`config.mk`:
```
export PLATFORM = sky130hd
export DESIGN_NAME = peak_audio_compressor_flat
export DESIGN_NICKNAME = d
export VERILOG_FILES = /design/src/hdl/pac_pkg.sv /design/src/hdl/pac_if.sv /design/src/hdl/pac_env.sv /design/src/hdl/pac_div.sv /design/src/hdl/pac_scale.sv /design/src/hdl/peak_audio_compressor.sv /design/src/flat_wrapper.sv
export SDC_FILE = /design/constraint.sdc
export NUM_CORES = 2
export LEC_CHECK = 0
export ABC_AREA = 1
export BUFFER_PORTS_ARGS = -buffer_cell sky130_fd_sc_hd__buf_2
export CAP_MARGIN = 20
export CORE_UTILIZATION = 50
export CTS_CLUSTER_DIAMETER = 40
export CTS_CLUSTER_SIZE = 25
export DETAILED_ROUTE_END_ITERATION = 8
export HOLD_SLACK_MARGIN = 0.03
export PLACE_DENSITY = 0.67
export SYNTH_ARGS = -nofsm -noshare
export SYNTH_HDL_FRONTEND = slang
export SYNTH_SLANG_ARGS = --single-unit
```
`constraint.sdc`:
```
create_clock -name clk_i -period 13.99 [get_ports clk_i]
set_clock_uncertainty 0.1 [all_clocks]
set_input_delay 2.798 -clock clk_i [delete_from_list [all_inputs] [get_ports clk_i]]
set_output_delay 2.798 -clock clk_i [all_outputs]
set_load 0.01 [all_outputs]
```
`src/hdl/pac_pkg.sv`:
```
// Package for the peak audio compressor: widths, register codes, reset values
// and the request types shared by the top level and its serial units.
// No dependencies.
`timescale 1ns / 1ps

package pac_pkg;

  localparam int NUM_CH      = 8;
  localparam int CH_IDX_W    = $clog2(NUM_CH);
  localparam int CH_CNT_W    = CH_IDX_W + 1;
  localparam int SAMPLE_BITS = 16;
  localparam int ENV_BITS    = 24;
  localparam int ENV_SHIFT   = ENV_BITS - SAMPLE_BITS;
  localparam int COEF_BITS   = 16;
  localparam int GAIN_BITS   = 16;
  localparam int RATIO_BITS  = 16;
  localparam int THR_BITS    = 16;
  localparam int CEIL_BITS   = 15;

  localparam logic [GAIN_BITS-1:0]  GAIN_UNITY  = GAIN_BITS'(32768);
  localparam logic [RATIO_BITS-1:0] RATIO_UNITY = RATIO_BITS'(256);

  // bit-serial divider
  localparam int DIV_BITS   = 24;
  localparam int DIV_STEP_W = 5;
  localparam logic [DIV_STEP_W-1:0] DIV1_STEPS = DIV_STEP_W'(24);
  localparam logic [DIV_STEP_W-1:0] DIV2_STEPS = DIV_STEP_W'(16);

  // configuration port
  localparam int CFG_IDX_W  = 3;
  localparam int CFG_DATA_W = 16;

  typedef enum logic [CFG_IDX_W-1:0] {
    REG_CHANNELS  = 3'd0,
    REG_ATTACK    = 3'd1,
    REG_RELEASE   = 3'd2,
    REG_THRESHOLD = 3'd3,
    REG_RATIO     = 3'd4,
    REG_CEILING   = 3'd5
  } cfg_reg_e;

  localparam logic [CH_CNT_W-1:0]   RST_CHANNELS  = CH_CNT_W'(2);
  localparam logic [COEF_BITS-1:0]  RST_ATTACK    = COEF_BITS'(63000);
  localparam logic [COEF_BITS-1:0]  RST_RELEASE   = COEF_BITS'(65400);
  localparam logic [THR_BITS-1:0]   RST_THRESHOLD = THR_BITS'(16384);
  localparam logic [RATIO_BITS-1:0] RST_RATIO     = RATIO_BITS'(1024);
  localparam logic [CEIL_BITS-1:0]  RST_CEILING   = CEIL_BITS'(32767);

  typedef logic signed [SAMPLE_BITS-1:0] sample_t;
  typedef sample_t [NUM_CH-1:0] frame_t;

  typedef struct packed {
    logic                  start;
    logic [DIV_BITS-1:0]   rem_init;
    logic [DIV_BITS-1:0]   divisor;
    logic [DIV_BITS-1:0]   shift_in;
    logic [DIV_STEP_W-1:0] steps;
  } div_req_t;

  typedef struct packed {
    logic                done;
    logic [DIV_BITS-1:0] quot;
  } div_rsp_t;

  typedef struct packed {
    logic                done;
    logic [ENV_BITS-1:0] level;
  } env_rsp_t;

endpackage

```
`src/hdl/pac_if.sv`:
```
// Channel interfaces of the peak audio compressor: frame input, result output
// and configuration write. Depends on pac_pkg.
`timescale 1ns / 1ps

interface pac_in_if import pac_pkg::*; ();
  logic    valid;
  logic    ready;
  sample_t in_ch0;
  sample_t in_ch1;
  sample_t in_ch2;
  sample_t in_ch3;
  sample_t in_ch4;
  sample_t in_ch5;
  sample_t in_ch6;
  sample_t in_ch7;

  modport source (output valid, in_ch0, in_ch1, in_ch2, in_ch3, in_ch4, in_ch5,
                  in_ch6, in_ch7, input ready);
  modport sink (input valid, in_ch0, in_ch1, in_ch2, in_ch3, in_ch4, in_ch5,
                in_ch6, in_ch7, output ready);
endinterface

interface pac_out_if import pac_pkg::*; ();
  logic                 valid;
  logic                 ready;
  sample_t              out_ch0;
  sample_t              out_ch1;
  sample_t              out_ch2;
  sample_t              out_ch3;
  sample_t              out_ch4;
  sample_t              out_ch5;
  sample_t              out_ch6;
  sample_t              out_ch7;
  logic [GAIN_BITS-1:0] applied_gain;

  modport source (output valid, out_ch0, out_ch1, out_ch2, out_ch3, out_ch4, out_ch5,
                  out_ch6, out_ch7, applied_gain, input ready);
  modport sink (input valid, out_ch0, out_ch1, out_ch2, out_ch3, out_ch4, out_ch5,
                out_ch6, out_ch7, applied_gain, output ready);
endinterface

interface pac_cfg_if import pac_pkg::*; ();
  logic                  valid;
  logic                  ready;
  logic [CFG_IDX_W-1:0]  index;
  logic [CFG_DATA_W-1:0] data;

  modport source (output valid, index, data, input ready);
  modport sink (input valid, index, data, output ready);
endinterface

```
`src/hdl/pac_env.sv`:
```
// Peak scan over the channels in use and envelope follower with a
// bit-serial coefficient multiply. Depends on pac_pkg.
`timescale 1ns / 1ps

module pac_env import pac_pkg::*; (
  input  logic                 clk_i,
  input  logic                 rst_ni,
  input  logic                 start_i,
  input  frame_t               frame_i,
  input  logic [CH_IDX_W-1:0]  last_ch_i,
  input  logic [COEF_BITS-1:0] attack_i,
  input  logic [COEF_BITS-1:0] release_i,
  output env_rsp_t             rsp_o
);

  typedef enum logic [1:0] {E_IDLE, E_SCAN, E_MUL, E_SUM} env_state_e;

  localparam int DIFF_W = ENV_BITS + 1;
  localparam int ACC_W  = ENV_BITS + 2;
  localparam int BIT_W  = $clog2(COEF_BITS);

  env_state_e                 state_q;
  logic [CH_IDX_W-1:0]        idx_q;
  logic [SAMPLE_BITS-1:0]     peak_q;
  logic [COEF_BITS-1:0]       coef_q;
  logic signed [DIFF_W-1:0]   diff_q;
  logic signed [ACC_W-1:0]    acc_q;
  logic [BIT_W-1:0]           bit_q;
  logic [ENV_BITS-1:0]        env_q;
  logic                       done_q;

  logic [SAMPLE_BITS-1:0]     smp_u;
  logic [SAMPLE_BITS-1:0]     mag;
  logic [SAMPLE_BITS-1:0]     peak_max;
  logic [ENV_BITS-1:0]        peak_wide;
  logic [ENV_BITS-1:0]        peak_held;
  logic signed [ACC_W:0]      mul_sum;
  logic [ACC_W-1:0]           env_sum;

  // magnitude of the current channel and running maximum
  always_comb begin
    smp_u     = frame_i[idx_q];
    mag       = smp_u[SAMPLE_BITS-1] ? (~smp_u + 1'b1) : smp_u;
    peak_max  = (mag > peak_q) ? mag : peak_q;
    peak_wide = {peak_max, {ENV_SHIFT{1'b0}}};
    peak_held = {peak_q, {ENV_SHIFT{1'b0}}};
  end

  // one coefficient bit per cycle, LSB first, dropping the low product bits
  always_comb begin
    mul_sum = {acc_q[ACC_W-1], acc_q}
            + (coef_q[0] ? {{2{diff_q[DIFF_W-1]}}, diff_q} : '0);
    env_sum = ACC_W'(acc_q) + {2'b00, peak_held};
  end

  always_ff @(posedge clk_i or negedge rst_ni) begin
    if (!rst_ni) begin
      state_q <= E_IDLE;
      env_q   <= '0;
      done_q  <= 1'b0;
      idx_q   <= '0;
      bit_q   <= '0;
    end else begin
      done_q <= (state_q == E_SUM);
      case (state_q)
        E_IDLE: begin
          if (start_i) begin
            idx_q   <= '0;
            peak_q  <= '0;
            state_q <= E_SCAN;
          end
        end
        E_SCAN: begin
          peak_q <= peak_max;
          idx_q  <= idx_q + 1'b1;
          if (idx_q == last_ch_i) begin
            // new level is the peak plus coef times (env - peak), floored
            coef_q  <= (peak_wide > env_q) ? attack_i : release_i;
            diff_q  <= $signed({1'b0, env_q}) - $signed({1'b0, peak_wide});
            acc_q   <= '0;
            bit_q   <= '0;
            state_q <= E_MUL;
          end
        end
        E_MUL: begin
          acc_q  <= mul_sum[ACC_W:1];
          coef_q <= coef_q >> 1;
          bit_q  <= bit_q + 1'b1;
          if (bit_q == BIT_W'(COEF_BITS - 1)) begin
            state_q <= E_SUM;
          end
        end
        E_SUM: begin
          env_q   <= env_sum[ENV_BITS-1:0];
          state_q <= E_IDLE;
        end
        default: state_q <= E_IDLE;
      endcase
    end
  end

  assign rsp_o.done  = done_q;
  assign rsp_o.level = env_q;

endmodule

```
`src/hdl/pac_div.sv`:
```
// Restoring divider, one quotient bit per cycle; the dividend arrives as a
// starting remainder plus a word of bits shifted in MSB first. Depends on pac_pkg.
`timescale 1ns / 1ps

module pac_div import pac_pkg::*; (
  input  logic     clk_i,
  input  logic     rst_ni,
  input  div_req_t req_i,
  output div_rsp_t rsp_o
);

  logic                  busy_q;
  logic                  done_q;
  logic [DIV_STEP_W-1:0] cnt_q;
  logic [DIV_BITS-1:0]   rem_q;
  logic [DIV_BITS-1:0]   sh_q;
  logic [DIV_BITS-1:0]   dvs_q;
  logic [DIV_BITS-1:0]   quot_q;

  logic [DIV_BITS+1:0]   trial;
  logic                  fits;
  logic [DIV_BITS-1:0]   rem_d;

  // trial subtract of the divisor from the shifted remainder
  always_comb begin
    trial = {1'b0, rem_q, sh_q[DIV_BITS-1]} - {2'b00, dvs_q};
    fits  = ~trial[DIV_BITS+1];
    rem_d = fits ? trial[DIV_BITS-1:0] : {rem_q[DIV_BITS-2:0], sh_q[DIV_BITS-1]};
  end

  always_ff @(posedge clk_i or negedge rst_ni) begin
    if (!rst_ni) begin
      busy_q <= 1'b0;
      done_q <= 1'b0;
      cnt_q  <= '0;
    end else begin
      done_q <= busy_q && (cnt_q == DIV_STEP_W'(1));
      if (busy_q) begin
        rem_q  <= rem_d;
        sh_q   <= sh_q << 1;
        quot_q <= {quot_q[DIV_BITS-2:0], fits};
        cnt_q  <= cnt_q - 1'b1;
        if (cnt_q == DIV_STEP_W'(1)) begin
          busy_q <= 1'b0;
        end
      end else if (req_i.start) begin
        rem_q  <= req_i.rem_init;
        sh_q   <= req_i.shift_in;
        dvs_q  <= req_i.divisor;
        quot_q <= '0;
        cnt_q  <= req_i.steps;
        busy_q <= 1'b1;
      end
    end
  end

  assign rsp_o.done = done_q;
  assign rsp_o.quot = quot_q;

endmodule

```
`src/hdl/pac_scale.sv`:
```
// Gain lanes: one bit-serial multiply per channel, gain LSB first, then the
// ceiling clamp and the zeroing of unused channels. Depends on pac_pkg.
`timescale 1ns / 1ps

module pac_scale import pac_pkg::*; (
  input  logic                 clk_i,
  input  logic                 rst_ni,
  input  logic                 start_i,
  input  frame_t               frame_i,
  input  logic [GAIN_BITS-1:0] gain_i,
  input  logic [CH_IDX_W-1:0]  last_ch_i,
  input  logic [CEIL_BITS-1:0] ceiling_i,
  output logic                 done_o,
  output frame_t               result_o
);

  localparam int ACC_W = SAMPLE_BITS + 2;
  localparam int CNT_W = $clog2(GAIN_BITS);

  logic                     busy_q;
  logic                     done_q;
  logic [CNT_W-1:0]         cnt_q;
  logic [GAIN_BITS-1:0]     g_q;
  logic signed [ACC_W-1:0]  acc_q [NUM_CH];
  frame_t                   res_q;

  logic signed [ACC_W:0]    sum   [NUM_CH];
  sample_t                  clamp [NUM_CH];
  logic signed [ACC_W:0]    ceil_pos;
  logic signed [ACC_W:0]    ceil_neg;

  // per-lane add and clamp
  always_comb begin
    ceil_pos = $signed({{(ACC_W + 1 - CEIL_BITS){1'b0}}, ceiling_i});
    ceil_neg = -ceil_pos;
    for (int i = 0; i < NUM_CH; i++) begin
      sum[i] = (ACC_W + 1)'(acc_q[i])
             + (g_q[0] ? (ACC_W + 1)'(frame_i[i]) : '0);
      if (CH_CNT_W'(i) > {1'b0, last_ch_i}) begin
        clamp[i] = '0;
      end else if (sum[i] > ceil_pos) begin
        clamp[i] = SAMPLE_BITS'(ceil_pos);
      end else if (sum[i] < ceil_neg) begin
        clamp[i] = SAMPLE_BITS'(ceil_neg);
      end else begin
        clamp[i] = SAMPLE_BITS'(sum[i]);
      end
    end
  end

  always_ff @(posedge clk_i or negedge rst_ni) begin
    if (!rst_ni) begin
      busy_q <= 1'b0;
      done_q <= 1'b0;
      cnt_q  <= '0;
    end else begin
      done_q <= busy_q && (cnt_q == CNT_W'(GAIN_BITS - 1));
      if (busy_q) begin
        g_q   <= g_q >> 1;
        cnt_q <= cnt_q + 1'b1;
        if (cnt_q == CNT_W'(GAIN_BITS - 1)) begin
          // top gain bit: add without the halving, then clamp
          for (int i = 0; i < NUM_CH; i++) begin
            res_q[i] <= clamp[i];
          end
          busy_q <= 1'b0;
        end else begin
          for (int i = 0; i < NUM_CH; i++) begin
            acc_q[i] <= sum[i][ACC_W:1];
          end
        end
      end else if (start_i) begin
        g_q    <= gain_i;
        cnt_q  <= '0;
        busy_q <= 1'b1;
        for (int i = 0; i < NUM_CH; i++) begin
          acc_q[i] <= '0;
        end
      end
    end
  end

  assign done_o   = done_q;
  assign result_o = res_q;

endmodule

```
`src/hdl/peak_audio_compressor.sv`:
```
// Top level of the peak audio compressor: configuration registers, frame
// sequencer and output register. Depends on pac_pkg, pac_if, pac_env,
// pac_div and pac_scale.
//
//   port      dir  handshake      payload
//   frame_i   in   valid/ready    in_ch0..in_ch7, Q1.15 samples
//   result_o  out  valid/ready    out_ch0..out_ch7, applied_gain
//   cfg_i     in   valid/ready    index, data (register write)
//
// A frame runs the channel scan, the 16-step serial envelope multiply and
// the 16-step gain lanes one after another; when the envelope sits above the
// threshold, the 24- and 16-step bit-serial divides run between the multiply
// and the gain lanes. Reset clears the envelope and loads the register
// defaults. A stalled result waits in the output register while the next
// frame is accepted and processed.
`timescale 1ns / 1ps

module peak_audio_compressor import pac_pkg::*; (
  input  logic  clk_i,
  input  logic  rst_ni,
  pac_in_if.sink    frame_i,
  pac_out_if.source result_o,
  pac_cfg_if.sink   cfg_i
);

  typedef enum logic [2:0] {S_IDLE, S_ENV, S_DIV1, S_DIV2, S_SCALE, S_DONE} state_e;

  state_e                state_q;
  logic [CH_CNT_W-1:0]   channels_q;
  logic [COEF_BITS-1:0]  attack_q;
  logic [COEF_BITS-1:0]  release_q;
  logic [THR_BITS-1:0]   threshold_q;
  logic [RATIO_BITS-1:0] ratio_q;
  logic [CEIL_BITS-1:0]  ceiling_q;

  frame_t                frame_q;
  logic                  env_start_q;
  logic                  scale_start_q;
  div_req_t              div_req_q;
  logic [GAIN_BITS-1:0]  gain_q;
  frame_t                out_frame_q;
  logic [GAIN_BITS-1:0]  out_gain_q;
  logic                  out_valid_q;

  env_rsp_t              env_rsp;
  div_rsp_t              div_rsp;
  logic                  scale_done;
  frame_t                scale_res;

  logic [CH_IDX_W-1:0]   last_ch;
  logic [ENV_BITS-1:0]   thr_wide;
  logic [RATIO_BITS-1:0] ratio_eff;
  logic [ENV_BITS-1:0]   env_over;
  logic [ENV_BITS-1:0]   knee_level;
  logic                  unity;
  logic                  out_free;

  // effective channel count, threshold and ratio
  always_comb begin
    if (channels_q == '0) begin
      last_ch = '0;
    end else if (channels_q > CH_CNT_W'(NUM_CH)) begin
      last_ch = CH_IDX_W'(NUM_CH - 1);
    end else begin
      last_ch = CH_IDX_W'(channels_q - 1'b1);
    end
    thr_wide   = {threshold_q, {ENV_SHIFT{1'b0}}};
    ratio_eff  = (ratio_q < RATIO_UNITY) ? RATIO_UNITY : ratio_q;
    env_over   = env_rsp.level - thr_wide;
    knee_level = thr_wide + div_rsp.quot;
    unity      = (env_rsp.level == '0) || (env_rsp.level <= thr_wide);
    out_free   = !out_valid_q || result_o.ready;
  end

  // configuration writes, always taken
  assign cfg_i.ready = 1'b1;

  always_ff @(posedge clk_i or negedge rst_ni) begin
    if (!rst_ni) begin
      channels_q  <= RST_CHANNELS;
      attack_q    <= RST_ATTACK;
      release_q   <= RST_RELEASE;
      threshold_q <= RST_THRESHOLD;
      ratio_q     <= RST_RATIO;
      ceiling_q   <= RST_CEILING;
    end else if (cfg_i.valid) begin
      case (cfg_i.index)
        REG_CHANNELS:  channels_q  <= cfg_i.data[CH_CNT_W-1:0];
        REG_ATTACK:    attack_q    <= cfg_i.data[COEF_BITS-1:0];
        REG_RELEASE:   release_q   <= cfg_i.data[COEF_BITS-1:0];
        REG_THRESHOLD: threshold_q <= cfg_i.data[THR_BITS-1:0];
        REG_RATIO:     ratio_q     <= cfg_i.data[RATIO_BITS-1:0];
        REG_CEILING:   ceiling_q   <= cfg_i.data[CEIL_BITS-1:0];
        default: ;
      endcase
    end
  end

  assign frame_i.ready = (state_q == S_IDLE);

  // frame sequencer
  always_ff @(posedge clk_i or negedge rst_ni) begin
    if (!rst_ni) begin
      state_q         <= S_IDLE;
      env_start_q     <= 1'b0;
      scale_start_q   <= 1'b0;
      div_req_q.start <= 1'b0;
      out_valid_q     <= 1'b0;
    end else begin
      // one-cycle start pulses for the serial units
      env_start_q     <= (state_q == S_IDLE) && frame_i.valid;
      scale_start_q   <= ((state_q == S_ENV) && env_rsp.done && unity)
                       || ((state_q == S_DIV2) && div_rsp.done);
      div_req_q.start <= ((state_q == S_ENV) && env_rsp.done && !unity)
                       || ((state_q == S_DIV1) && div_rsp.done);
      // raise on hand-over, drop once the request is taken
      if (state_q == S_DONE && out_free) begin
        out_valid_q <= 1'b1;
      end else if (result_o.ready) begin
        out_valid_q <= 1'b0;
      end
      case (state_q)
        S_IDLE: begin
          if (frame_i.valid) begin
            frame_q     <= {frame_i.in_ch7, frame_i.in_ch6, frame_i.in_ch5, frame_i.in_ch4,
                            frame_i.in_ch3, frame_i.in_ch2, frame_i.in_ch1, frame_i.in_ch0};
            state_q     <= S_ENV;
          end
        end
        S_ENV: begin
          if (env_rsp.done) begin
            if (unity) begin
              gain_q        <= GAIN_UNITY;
              state_q       <= S_SCALE;
            end else begin
              // excess over threshold times 256, divided by the ratio
              div_req_q.rem_init <= DIV_BITS'(env_over[ENV_BITS-1:16]);
              div_req_q.divisor  <= DIV_BITS'(ratio_eff);
              div_req_q.shift_in <= {env_over[15:0], 8'h00};
              div_req_q.steps    <= DIV1_STEPS;
              state_q            <= S_DIV1;
            end
          end
        end
        S_DIV1: begin
          if (div_rsp.done) begin
            // knee level times 32768, divided by the envelope
            div_req_q.rem_init <= {1'b0, knee_level[ENV_BITS-1:1]};
            div_req_q.divisor  <= DIV_BITS'(env_rsp.level);
            div_req_q.shift_in <= {knee_level[0], {(DIV_BITS - 1){1'b0}}};
            div_req_q.steps    <= DIV2_STEPS;
            state_q            <= S_DIV2;
          end
        end
        S_DIV2: begin
          if (div_rsp.done) begin
            gain_q        <= div_rsp.quot[GAIN_BITS-1:0];
            state_q       <= S_SCALE;
          end
        end
        S_SCALE: begin
          if (scale_done) begin
            state_q <= S_DONE;
          end
        end
        S_DONE: begin
          // hand over once the output register is free
          if (out_free) begin
            out_frame_q <= scale_res;
            out_gain_q  <= gain_q;
            state_q     <= S_IDLE;
          end
        end
        default: state_q <= S_IDLE;
      endcase
    end
  end

  pac_env u_env (
    .clk_i     (clk_i),
    .rst_ni    (rst_ni),
    .start_i   (env_start_q),
    .frame_i   (frame_q),
    .last_ch_i (last_ch),
    .attack_i  (attack_q),
    .release_i (release_q),
    .rsp_o     (env_rsp)
  );

  pac_div u_div (
    .clk_i  (clk_i),
    .rst_ni (rst_ni),
    .req_i  (div_req_q),
    .rsp_o  (div_rsp)
  );

  pac_scale u_scale (
    .clk_i     (clk_i),
    .rst_ni    (rst_ni),
    .start_i   (scale_start_q),
    .frame_i   (frame_q),
    .gain_i    (gain_q),
    .last_ch_i (last_ch),
    .ceiling_i (ceiling_q),
    .done_o    (scale_done),
    .result_o  (scale_res)
  );

  assign result_o.valid        = out_valid_q;
  assign result_o.out_ch0      = out_frame_q[0];
  assign result_o.out_ch1      = out_frame_q[1];
  assign result_o.out_ch2      = out_frame_q[2];
  assign result_o.out_ch3      = out_frame_q[3];
  assign result_o.out_ch4      = out_frame_q[4];
  assign result_o.out_ch5      = out_frame_q[5];
  assign result_o.out_ch6      = out_frame_q[6];
  assign result_o.out_ch7      = out_frame_q[7];
  assign result_o.applied_gain = out_gain_q;

  // serial units report back only in the state that waits for them
  a_env_done: assert property (@(posedge clk_i) disable iff (!rst_ni)
    env_rsp.done |-> state_q == S_ENV)
    else $error("envelope done outside its wait state");

  a_div_done: assert property (@(posedge clk_i) disable iff (!rst_ni)
    div_rsp.done |-> (state_q == S_DIV1 || state_q == S_DIV2))
    else $error("divider done outside a divide state");

  a_scale_done: assert property (@(posedge clk_i) disable iff (!rst_ni)
    scale_done |-> state_q == S_SCALE)
    else $error("gain lanes done outside the scale state");

  a_gain_range: assert property (@(posedge clk_i) disable iff (!rst_ni)
    result_o.valid |-> result_o.applied_gain <= GAIN_UNITY)
    else $error("applied gain above unity");

endmodule
```
`src/flat_wrapper.sv`:
```
// flat-port wrapper written by rule: the top's interface ports become plain ports
module peak_audio_compressor_flat import pac_pkg::*;
  (clk_i, rst_ni, frame_i_valid, frame_i_in_ch0, frame_i_in_ch1, frame_i_in_ch2, frame_i_in_ch3, frame_i_in_ch4, frame_i_in_ch5, frame_i_in_ch6, frame_i_in_ch7, frame_i_ready, result_o_valid, result_o_out_ch0, result_o_out_ch1, result_o_out_ch2, result_o_out_ch3, result_o_out_ch4, result_o_out_ch5, result_o_out_ch6, result_o_out_ch7, result_o_applied_gain, result_o_ready, cfg_i_valid, cfg_i_index, cfg_i_data, cfg_i_ready);
  pac_in_if frame_i_i ();
  pac_out_if result_o_i ();
  pac_cfg_if cfg_i_i ();
  input  logic clk_i;
  input  logic rst_ni;
  input wire logic [$bits(frame_i_i.valid)-1:0] frame_i_valid;
  input wire logic [$bits(frame_i_i.in_ch0)-1:0] frame_i_in_ch0;
  input wire logic [$bits(frame_i_i.in_ch1)-1:0] frame_i_in_ch1;
  input wire logic [$bits(frame_i_i.in_ch2)-1:0] frame_i_in_ch2;
  input wire logic [$bits(frame_i_i.in_ch3)-1:0] frame_i_in_ch3;
  input wire logic [$bits(frame_i_i.in_ch4)-1:0] frame_i_in_ch4;
  input wire logic [$bits(frame_i_i.in_ch5)-1:0] frame_i_in_ch5;
  input wire logic [$bits(frame_i_i.in_ch6)-1:0] frame_i_in_ch6;
  input wire logic [$bits(frame_i_i.in_ch7)-1:0] frame_i_in_ch7;
  output wire logic [$bits(frame_i_i.ready)-1:0] frame_i_ready;
  output wire logic [$bits(result_o_i.valid)-1:0] result_o_valid;
  output wire logic [$bits(result_o_i.out_ch0)-1:0] result_o_out_ch0;
  output wire logic [$bits(result_o_i.out_ch1)-1:0] result_o_out_ch1;
  output wire logic [$bits(result_o_i.out_ch2)-1:0] result_o_out_ch2;
  output wire logic [$bits(result_o_i.out_ch3)-1:0] result_o_out_ch3;
  output wire logic [$bits(result_o_i.out_ch4)-1:0] result_o_out_ch4;
  output wire logic [$bits(result_o_i.out_ch5)-1:0] result_o_out_ch5;
  output wire logic [$bits(result_o_i.out_ch6)-1:0] result_o_out_ch6;
  output wire logic [$bits(result_o_i.out_ch7)-1:0] result_o_out_ch7;
  output wire logic [$bits(result_o_i.applied_gain)-1:0] result_o_applied_gain;
  input wire logic [$bits(result_o_i.ready)-1:0] result_o_ready;
  input wire logic [$bits(cfg_i_i.valid)-1:0] cfg_i_valid;
  input wire logic [$bits(cfg_i_i.index)-1:0] cfg_i_index;
  input wire logic [$bits(cfg_i_i.data)-1:0] cfg_i_data;
  output wire logic [$bits(cfg_i_i.ready)-1:0] cfg_i_ready;
  assign frame_i_i.valid = frame_i_valid;
  assign frame_i_i.in_ch0 = frame_i_in_ch0;
  assign frame_i_i.in_ch1 = frame_i_in_ch1;
  assign frame_i_i.in_ch2 = frame_i_in_ch2;
  assign frame_i_i.in_ch3 = frame_i_in_ch3;
  assign frame_i_i.in_ch4 = frame_i_in_ch4;
  assign frame_i_i.in_ch5 = frame_i_in_ch5;
  assign frame_i_i.in_ch6 = frame_i_in_ch6;
  assign frame_i_i.in_ch7 = frame_i_in_ch7;
  assign frame_i_ready = frame_i_i.ready;
  assign result_o_valid = result_o_i.valid;
  assign result_o_out_ch0 = result_o_i.out_ch0;
  assign result_o_out_ch1 = result_o_i.out_ch1;
  assign result_o_out_ch2 = result_o_i.out_ch2;
  assign result_o_out_ch3 = result_o_i.out_ch3;
  assign result_o_out_ch4 = result_o_i.out_ch4;
  assign result_o_out_ch5 = result_o_i.out_ch5;
  assign result_o_out_ch6 = result_o_i.out_ch6;
  assign result_o_out_ch7 = result_o_i.out_ch7;
  assign result_o_applied_gain = result_o_i.applied_gain;
  assign result_o_i.ready = result_o_ready;
  assign cfg_i_i.valid = cfg_i_valid;
  assign cfg_i_i.index = cfg_i_index;
  assign cfg_i_i.data = cfg_i_data;
  assign cfg_i_ready = cfg_i_i.ready;
  peak_audio_compressor u_core (.clk_i(clk_i), .rst_ni(rst_ni), .frame_i(frame_i_i), .result_o(result_o_i), .cfg_i(cfg_i_i));
endmodule
```
* Yosys cells after proc, flatten, opt, wreduce, memory -nomap -nowiden
Memories as Yosys holds them, arrays and structs flattened.
Cells that the tools add are included.
** Storage, ports and cells
- RAM bits :: 144
- Output and inout bits :: 147
- Word-level logic and storage cells :: 314
- Memories :: 1
- Input port bits :: 152
- Register bits after elaboration :: 825
** Memories
- u_core.u_scale.acc_q :: words 8, width 18, read ports 8, clocked after memory_dff 0, wr ports 8, RTL line pac_scale.sv:24 : logic signed [ACC_W-1:0] acc_q [NUM_CH];
** Cells by class
- Reduce and logical (&&, ||, !) cells :: 57
- Add/sub/neg operators :: 21
- Bitwise logic cells :: 11
- Order comparisons :: 29
- Equality and inequality tests :: 28
- Mux-type cells :: 96
** Operators with widths (number)
- 2-to-1 mux 16 bit :: 19
- 2-to-1 mux 77 bit :: 3
- 2-to-1 mux 24 bit :: 7
- case mux 77 bit (2 select lines) :: 1
- adder 19 bit :: 8
- greater-than comparator 19 x 16 -> 1 bit :: 8
- < comparator 19 bit :: 8
- 2-to-1 mux 19 bit :: 8
- 2-to-1 mux 18 bit :: 8
- 2-to-1 mux 15 bit :: 9
- case mux 16 bit (2 select lines) :: 3
- case mux 26 bit (2 select lines) :: 1
- adder 24 bit :: 2
- binary-select mux 16 bit (select 3 bit) :: 1
- 2-to-1 mux 3 bit :: 10
- adder 27 bit :: 1
- 2-to-1 mux 27 bit :: 1
- 2-to-1 mux 26 bit :: 1
- subtractor 25 x 24 -> 26 bit :: 1
- subtractor 24 x 24 -> 25 bit :: 1
- greater-than comparator 24 bit :: 1
- less-or-equal comparator 24 bit :: 1
- logical NOT 24 bit :: 1
- AND reduction 3 bit :: 8
- other kinds (46) :: 130

* Logic depth before layout (Yosys ltp)
- Depth in word-level cells :: 11
- Depth in mapped cells :: 41
- Depth with buffers taken out :: 38

* By module
Synthesis repeated with hierarchy kept, for this count alone.
** Second synthesis, totals
- Cell total of the unflattened synthesis :: 7551
- Area total of the unflattened synthesis :: 61968.2 um^2
** By module, submodules not included
- pac_scale :: cells each 4273, instances 1, sequential area each 7897.6 um^2, area an instance 29614.7 um^2
- peak_audio_compressor :: cells each 1222, instances 1, sequential area each 12869.8 um^2, area an instance 16587.2 um^2
- pac_env :: cells each 1304, instances 1, sequential area each 3343.2 um^2, area an instance 9570.4 um^2
- pac_div :: cells each 752, instances 1, sequential area each 3057.9 um^2, area an instance 6195.9 um^2

* Worst setup path after synthesis
OpenSTA, ideal clock, no wires.
- Path kind :: input port to flip-flop
- Start :: input port rst_ni
- End :: register u_core.out_gain_q[0], in the netlist u_core.result_o.applied_gain[0], enable pin
- Path buffers :: 0
- Path slack :: 296 ps
- Stages on the path :: 2
- Data arrival time :: 12771 ps
- Library setup time :: 824 ps
- Cells stage by stage :: clkinv_1 -> nor3_1
** Between the ends
- Word-level cells in the longest chain between the ends :: 1
** RTL lines
- start: declaration :: RTL line flat_wrapper.sv:8 : input logic rst_ni;
- AND reduction 3 bit (no line)
- end signal: assignment :: RTL line peak_audio_compressor.sv:170 : out_gain_q <= gain_q;
- end: declaration :: RTL line peak_audio_compressor.sv:42 : logic [GAIN_BITS-1:0] out_gain_q;
Every way passes these cells.
A chain may end at the register's enable or synchronous reset.

* Worst setup path after layout
- Start :: register u_core.u_env.idx_q[1]
- End :: register u_core.u_env.coef_q[15] (data pin)
** Between the ends
- Word-level cells in the longest chain between the ends :: 11
** RTL lines
- start: declaration :: RTL line pac_env.sv:23 : logic [CH_IDX_W-1:0] idx_q;
- start signal: assignment :: RTL line pac_env.sv:75 : idx_q <= idx_q + 1'b1;
- binary-select mux 16 bit (select 3 bit) * :: RTL line pac_env.sv:42 : smp_u = frame_i[idx_q];
- 2-to-1 mux 16 bit (not written as such) * :: RTL line pac_env.sv:42
- NOT 16 bit :: RTL line pac_env.sv:43 : mag = smp_u[SAMPLE_BITS-1] ? (~smp_u + 1'b1) : smp_u;
- adder 16 x 1 -> 16 bit :: RTL line pac_env.sv:43
- 2-to-1 mux 16 bit * :: RTL line pac_env.sv:43
- greater-than comparator 16 bit :: RTL line pac_env.sv:44 : peak_max = (mag > peak_q) ? mag : peak_q;
- 2-to-1 mux 16 bit * :: RTL line pac_env.sv:44
- greater-than comparator 24 bit * :: RTL line pac_env.sv:78 : coef_q <= (peak_wide > env_q) ? attack_i : release_i;
- 2-to-1 mux 16 bit * :: RTL line pac_env.sv:78
- 2-to-1 mux 16 bit * :: RTL line pac_env.sv:76 : if (idx_q == last_ch_i) begin
- case mux 16 bit (2 select lines) * :: RTL line pac_env.sv:65 : case (state_q)
- end signal: assignment :: RTL line pac_env.sv:78
- end signal: assignment :: RTL line pac_env.sv:87 : coef_q <= coef_q >> 1;
- end: declaration :: RTL line pac_env.sv:25 : logic [COEF_BITS-1:0] coef_q;
Every way passes the cells marked *; elsewhere a longest branch is shown, timed or not. The select of a mux whose other input is x is not followed.

==> flow_metrics.py <==
metrics = {
    "cts": {
        "holdBufCountCts": 0,
        "cts_max_level": 4,
        "cts-buffers-inserted": 138,
        "cts_root_buffer": "clkbuf_16",
        "clock_latency_ps": 800,
        "numClockSinks": 956,
        "clk_pin_slew_ps": 60,
        "post_cts_resized": 0,
        "post_cts_buffers": 0,
        "cts_tree": "done",
        "clock_path_buffers": 3,
    },
    "global_routing": {
        "antenna_found_initial": 0,
        "grt_pass1_wl_um": 275000,
        "grt_pass1_vias": 43900,
        "track_usage_pct": 31.8,
        "grt_max_degree": 145,
        "overflow": 0,
    },
    "cells_and_area": {
        "nFillCells": 10200,
        "n_antenna_cell": 0,
        "fin_nets": 7595,
        "drive_above_1_share_pct": 10.9,
        "fin_util_pct": 57.7,
        "syn_to_final_growth_pct": 14.5,
    },
    "routing": {
        "post_drt_wl_per_cell_um": 22.2,
        "detail-route-antenna-nets": 0,
        "viasPerCell": 5.69,
        "drtIter0Drc": 5687,
        "vias": 48400,
        "drtPass1Iterations": 6,
        "wl_um": 189000,
        "drc": 0,
    },
    "synth": {
        "synth.distinct_cells": 72,
        "synth_area_mm2": 0.0576,
        "ys_ff_latch": 956,
        "synth_edf_count": 729,
        "synthCells": 6538,
        "yosys_warnings": 0,
        "yosysSeqAreaShare_pct": 47.2,
        "synth_flop_cell": "edfxtp_1",
        "synth-async-reset-ratio_pct": 14.3,
        "avgSynthCellArea_um2": 8.81,
        "synth_nets": 7250,
    },
    "sta": {
        "hold_slack_ps": 308,
        "slew_headroom_pct": 19.0,
        "hold_violations": 0,
        "worst_slew_pin_slew_ps": 1210,
        "slew_viol_final": 0,
        "fin_crit_ps": 7830,
        "clock.fmax_mhz": 128,
        "rsz0062_at_grt": "false",
        "fin_crit_sh_pct": 55.9,
        "finalSetupViolCount": 0,
        "setup-tns-final_ps": 0,
    },
    "worst_setup_path": {
        "crit_path_max_fanout": 35,
        "cp_slowest_cell": "dfrtp_1",
        "end_kind": "flop",
        "cp_common_cell": "nand2_1",
        "cp_data_required_time_ps": 14400,
        "crit_arrival_ps": 8230,
        "path_class": "reg -> reg",
        "cpPeakStageDelay_ps": 1070,
        "critPathLaunchType": "flop",
    },
    "placement": {
        "place_congestion": 1.02,
        "io_buffers": 297,
        "dp_hpwl_um": 143000,
    },
    "die": {
        "die_w_um": 341,
        "start_util_pct": 50.4,
        "die-area_mm2": 0.117,
        "core_mm2": 0.114,
        "die_h_um": 341,
        "io_pins": 299,
        "rows": 124,
    },
    "worst_hold_path": {
        "min_path_type": "reg -> reg",
    },
    "status": {
        "status": "completed",
    },
    "job": {
        "maxCapViolations": 0,
    },
}
[Yosys cell counts, types with 7 or more instances]
library cell	instances	share of area, %
edfxtp_1	729	38
buf_6	10	0.20
a22o_1	31	0.47
nand2_2	9	0.098
o2111ai_1	8	0.12
clkbuf_1	143	0.93
o21bai_1	24	0.31
dfstp_2	38	1.7
a21boi_0	8	0.10
o21ai_1	49	0.43
nand3_1	216	1.9
inv_2	8	0.052
nor4_1	21	0.23
a21o_1	23	0.30
dfxtp_1	90	3.1
fa_1	14	0.49
nand4_1	48	0.52
a211oi_1	49	0.64
nor2_1	584	3.8
ha_1	546	12
buf_2	26	0.23
a31oi_1	21	0.23
o22ai_1	25	0.27
inv_1	862	5.6
clkinv_1	10	0.065
o21ai_2	7	0.11
o211ai_1	53	0.69
o21a_1	24	0.31
xor2_1	164	2.5
nor3_1	51	0.44
nand2_1	1335	8.7
xnor2_1	32	0.49
dfrtp_1	99	4.3
or2_2	14	0.15
a21oi_1	479	4.2
buf_1	7	0.046
o21ai_0	602	5.2
[sequential cells by signal (all words and copies together), names as in the netlist, 24 cells and up]
register and count:
u_core.u_div.quot_q 24, u_core.u_div.rem_q 24, u_core.u_scale.result_o 128, u_core.u_scale.acc_q 144
u_core.frame_q 128, u_core.u_div.sh_q 24, u_core.u_div.dvs_q 24, u_core.div_req_q 65
u_core.u_env.env_q 24, u_core.u_env.diff_q 25, u_core.u_env.acc_q 26
[area by class of cell]
| cell class | count | area [um2] | area share, % |
|---|---|---|---|
| clock buffer | 146 | 3520 | 5.35 |
| clock inverter | 110 | 1380 | 2.10 |
| inverter | 880 | 3300 | 5.01 |
| multi-input combinational | 4510 | 26300 | 40.0 |
| sequential | 956 | 27200 | 41.2 |
| tap | 1512 | 1890 | 2.87 |
| timing repair buffer | 397 | 2300 | 3.48 |
[routing by layer]
metal / vias to the layer above / wire length [um] / track usage, %
met5: - / 0 / 0
met4: 0 / 6590 / 11.3
met1: 22800 / 85100 / 47.8
li1: 23000 / - / -
met2: 2337 / 76100 / 44.3
met3: 313 / 21300 / 7.51
[logic make-up after synthesis]
| group | after synthesis | share of synthesized area (%) |
|---|---|---|
| buffers and inverters | 1072 | 7.21 |
| adder cells (fa/ha/maj) | 561 | 12.4 |
| flip-flops | 956 | 47.2 |
| multiplexers | 1 | 0.0239 |
| XOR/XNOR | 196 | 2.98 |
| other | 1 | 0.00651 |
| AND/OR/NAND/NOR | 2311 | 16.3 |
| AO/OA/AOI/OAI | 1440 | 13.9 |
[cell usage in the layout, fill, tap and decap left out, types with 48 or more instances in the layout]
cell type  count
a211oi_1      49
a21oi_1      478
buf_2        296
buf_4         95
clkbuf_16    139
dfrtp_1       97
dfxtp_1       90
edfxtp_1     729
ha_1         546
inv_1        861
nand2_1     1333
nand3_1      216
nand4_1       48
nor2_1       577
nor3_1        49
o211ai_1      53
o21ai_0      602
o21ai_1       49
xor2_1       164
[worst paths after layout]
path	depth (start not counted)	start	end	slack, ps
worst max register to register	29	u_core.u_env.idx_q[1]	u_core.u_env.coef_q[15]	6160
max in group asynchronous	3	rst_ni	u_core.threshold_q[11]	10090
worst max-delay path	29	u_core.u_env.idx_q[1]	u_core.u_env.coef_q[15]	6160
min in group asynchronous	1	rst_ni	u_core.result_o.valid	1760
worst min-delay path	0	u_core.u_scale.result_o[25]	u_core.result_o.out_ch1[9]	310
worst min register to register	0	u_core.u_scale.result_o[25]	u_core.result_o.out_ch1[9]	310
[critical path: cells and delay by family (launching register included)]
kind / cells / cell delay (ps)
flip-flops: 1 / 1070
AND/OR/NAND/NOR: 15 / 2380
AO/OA/AOI/OAI: 7 / 2130
buffers and inverters: 4 / 1010
adder cells (fa/ha/maj): 2 / 600
XOR/XNOR: 1 / 190
[through the flow]
step | std cells | setup WS (ps) | cell area, um2
2_1_floorplan | 6538 | 296 | 57600
3_5_place_dp | 8250 | 6100 | 60900
6_report | 8511 | 6160 | 65900
3_3_place_gp | 8250 | 6170 | 60900
4_1_cts | 8506 | 5980 | 65800
5_1_grt | 8511 | 5630 | 65900
Power is not shown: default switching activity piles up to over one toggle a cycle in this logic, so the estimate is an artifact.
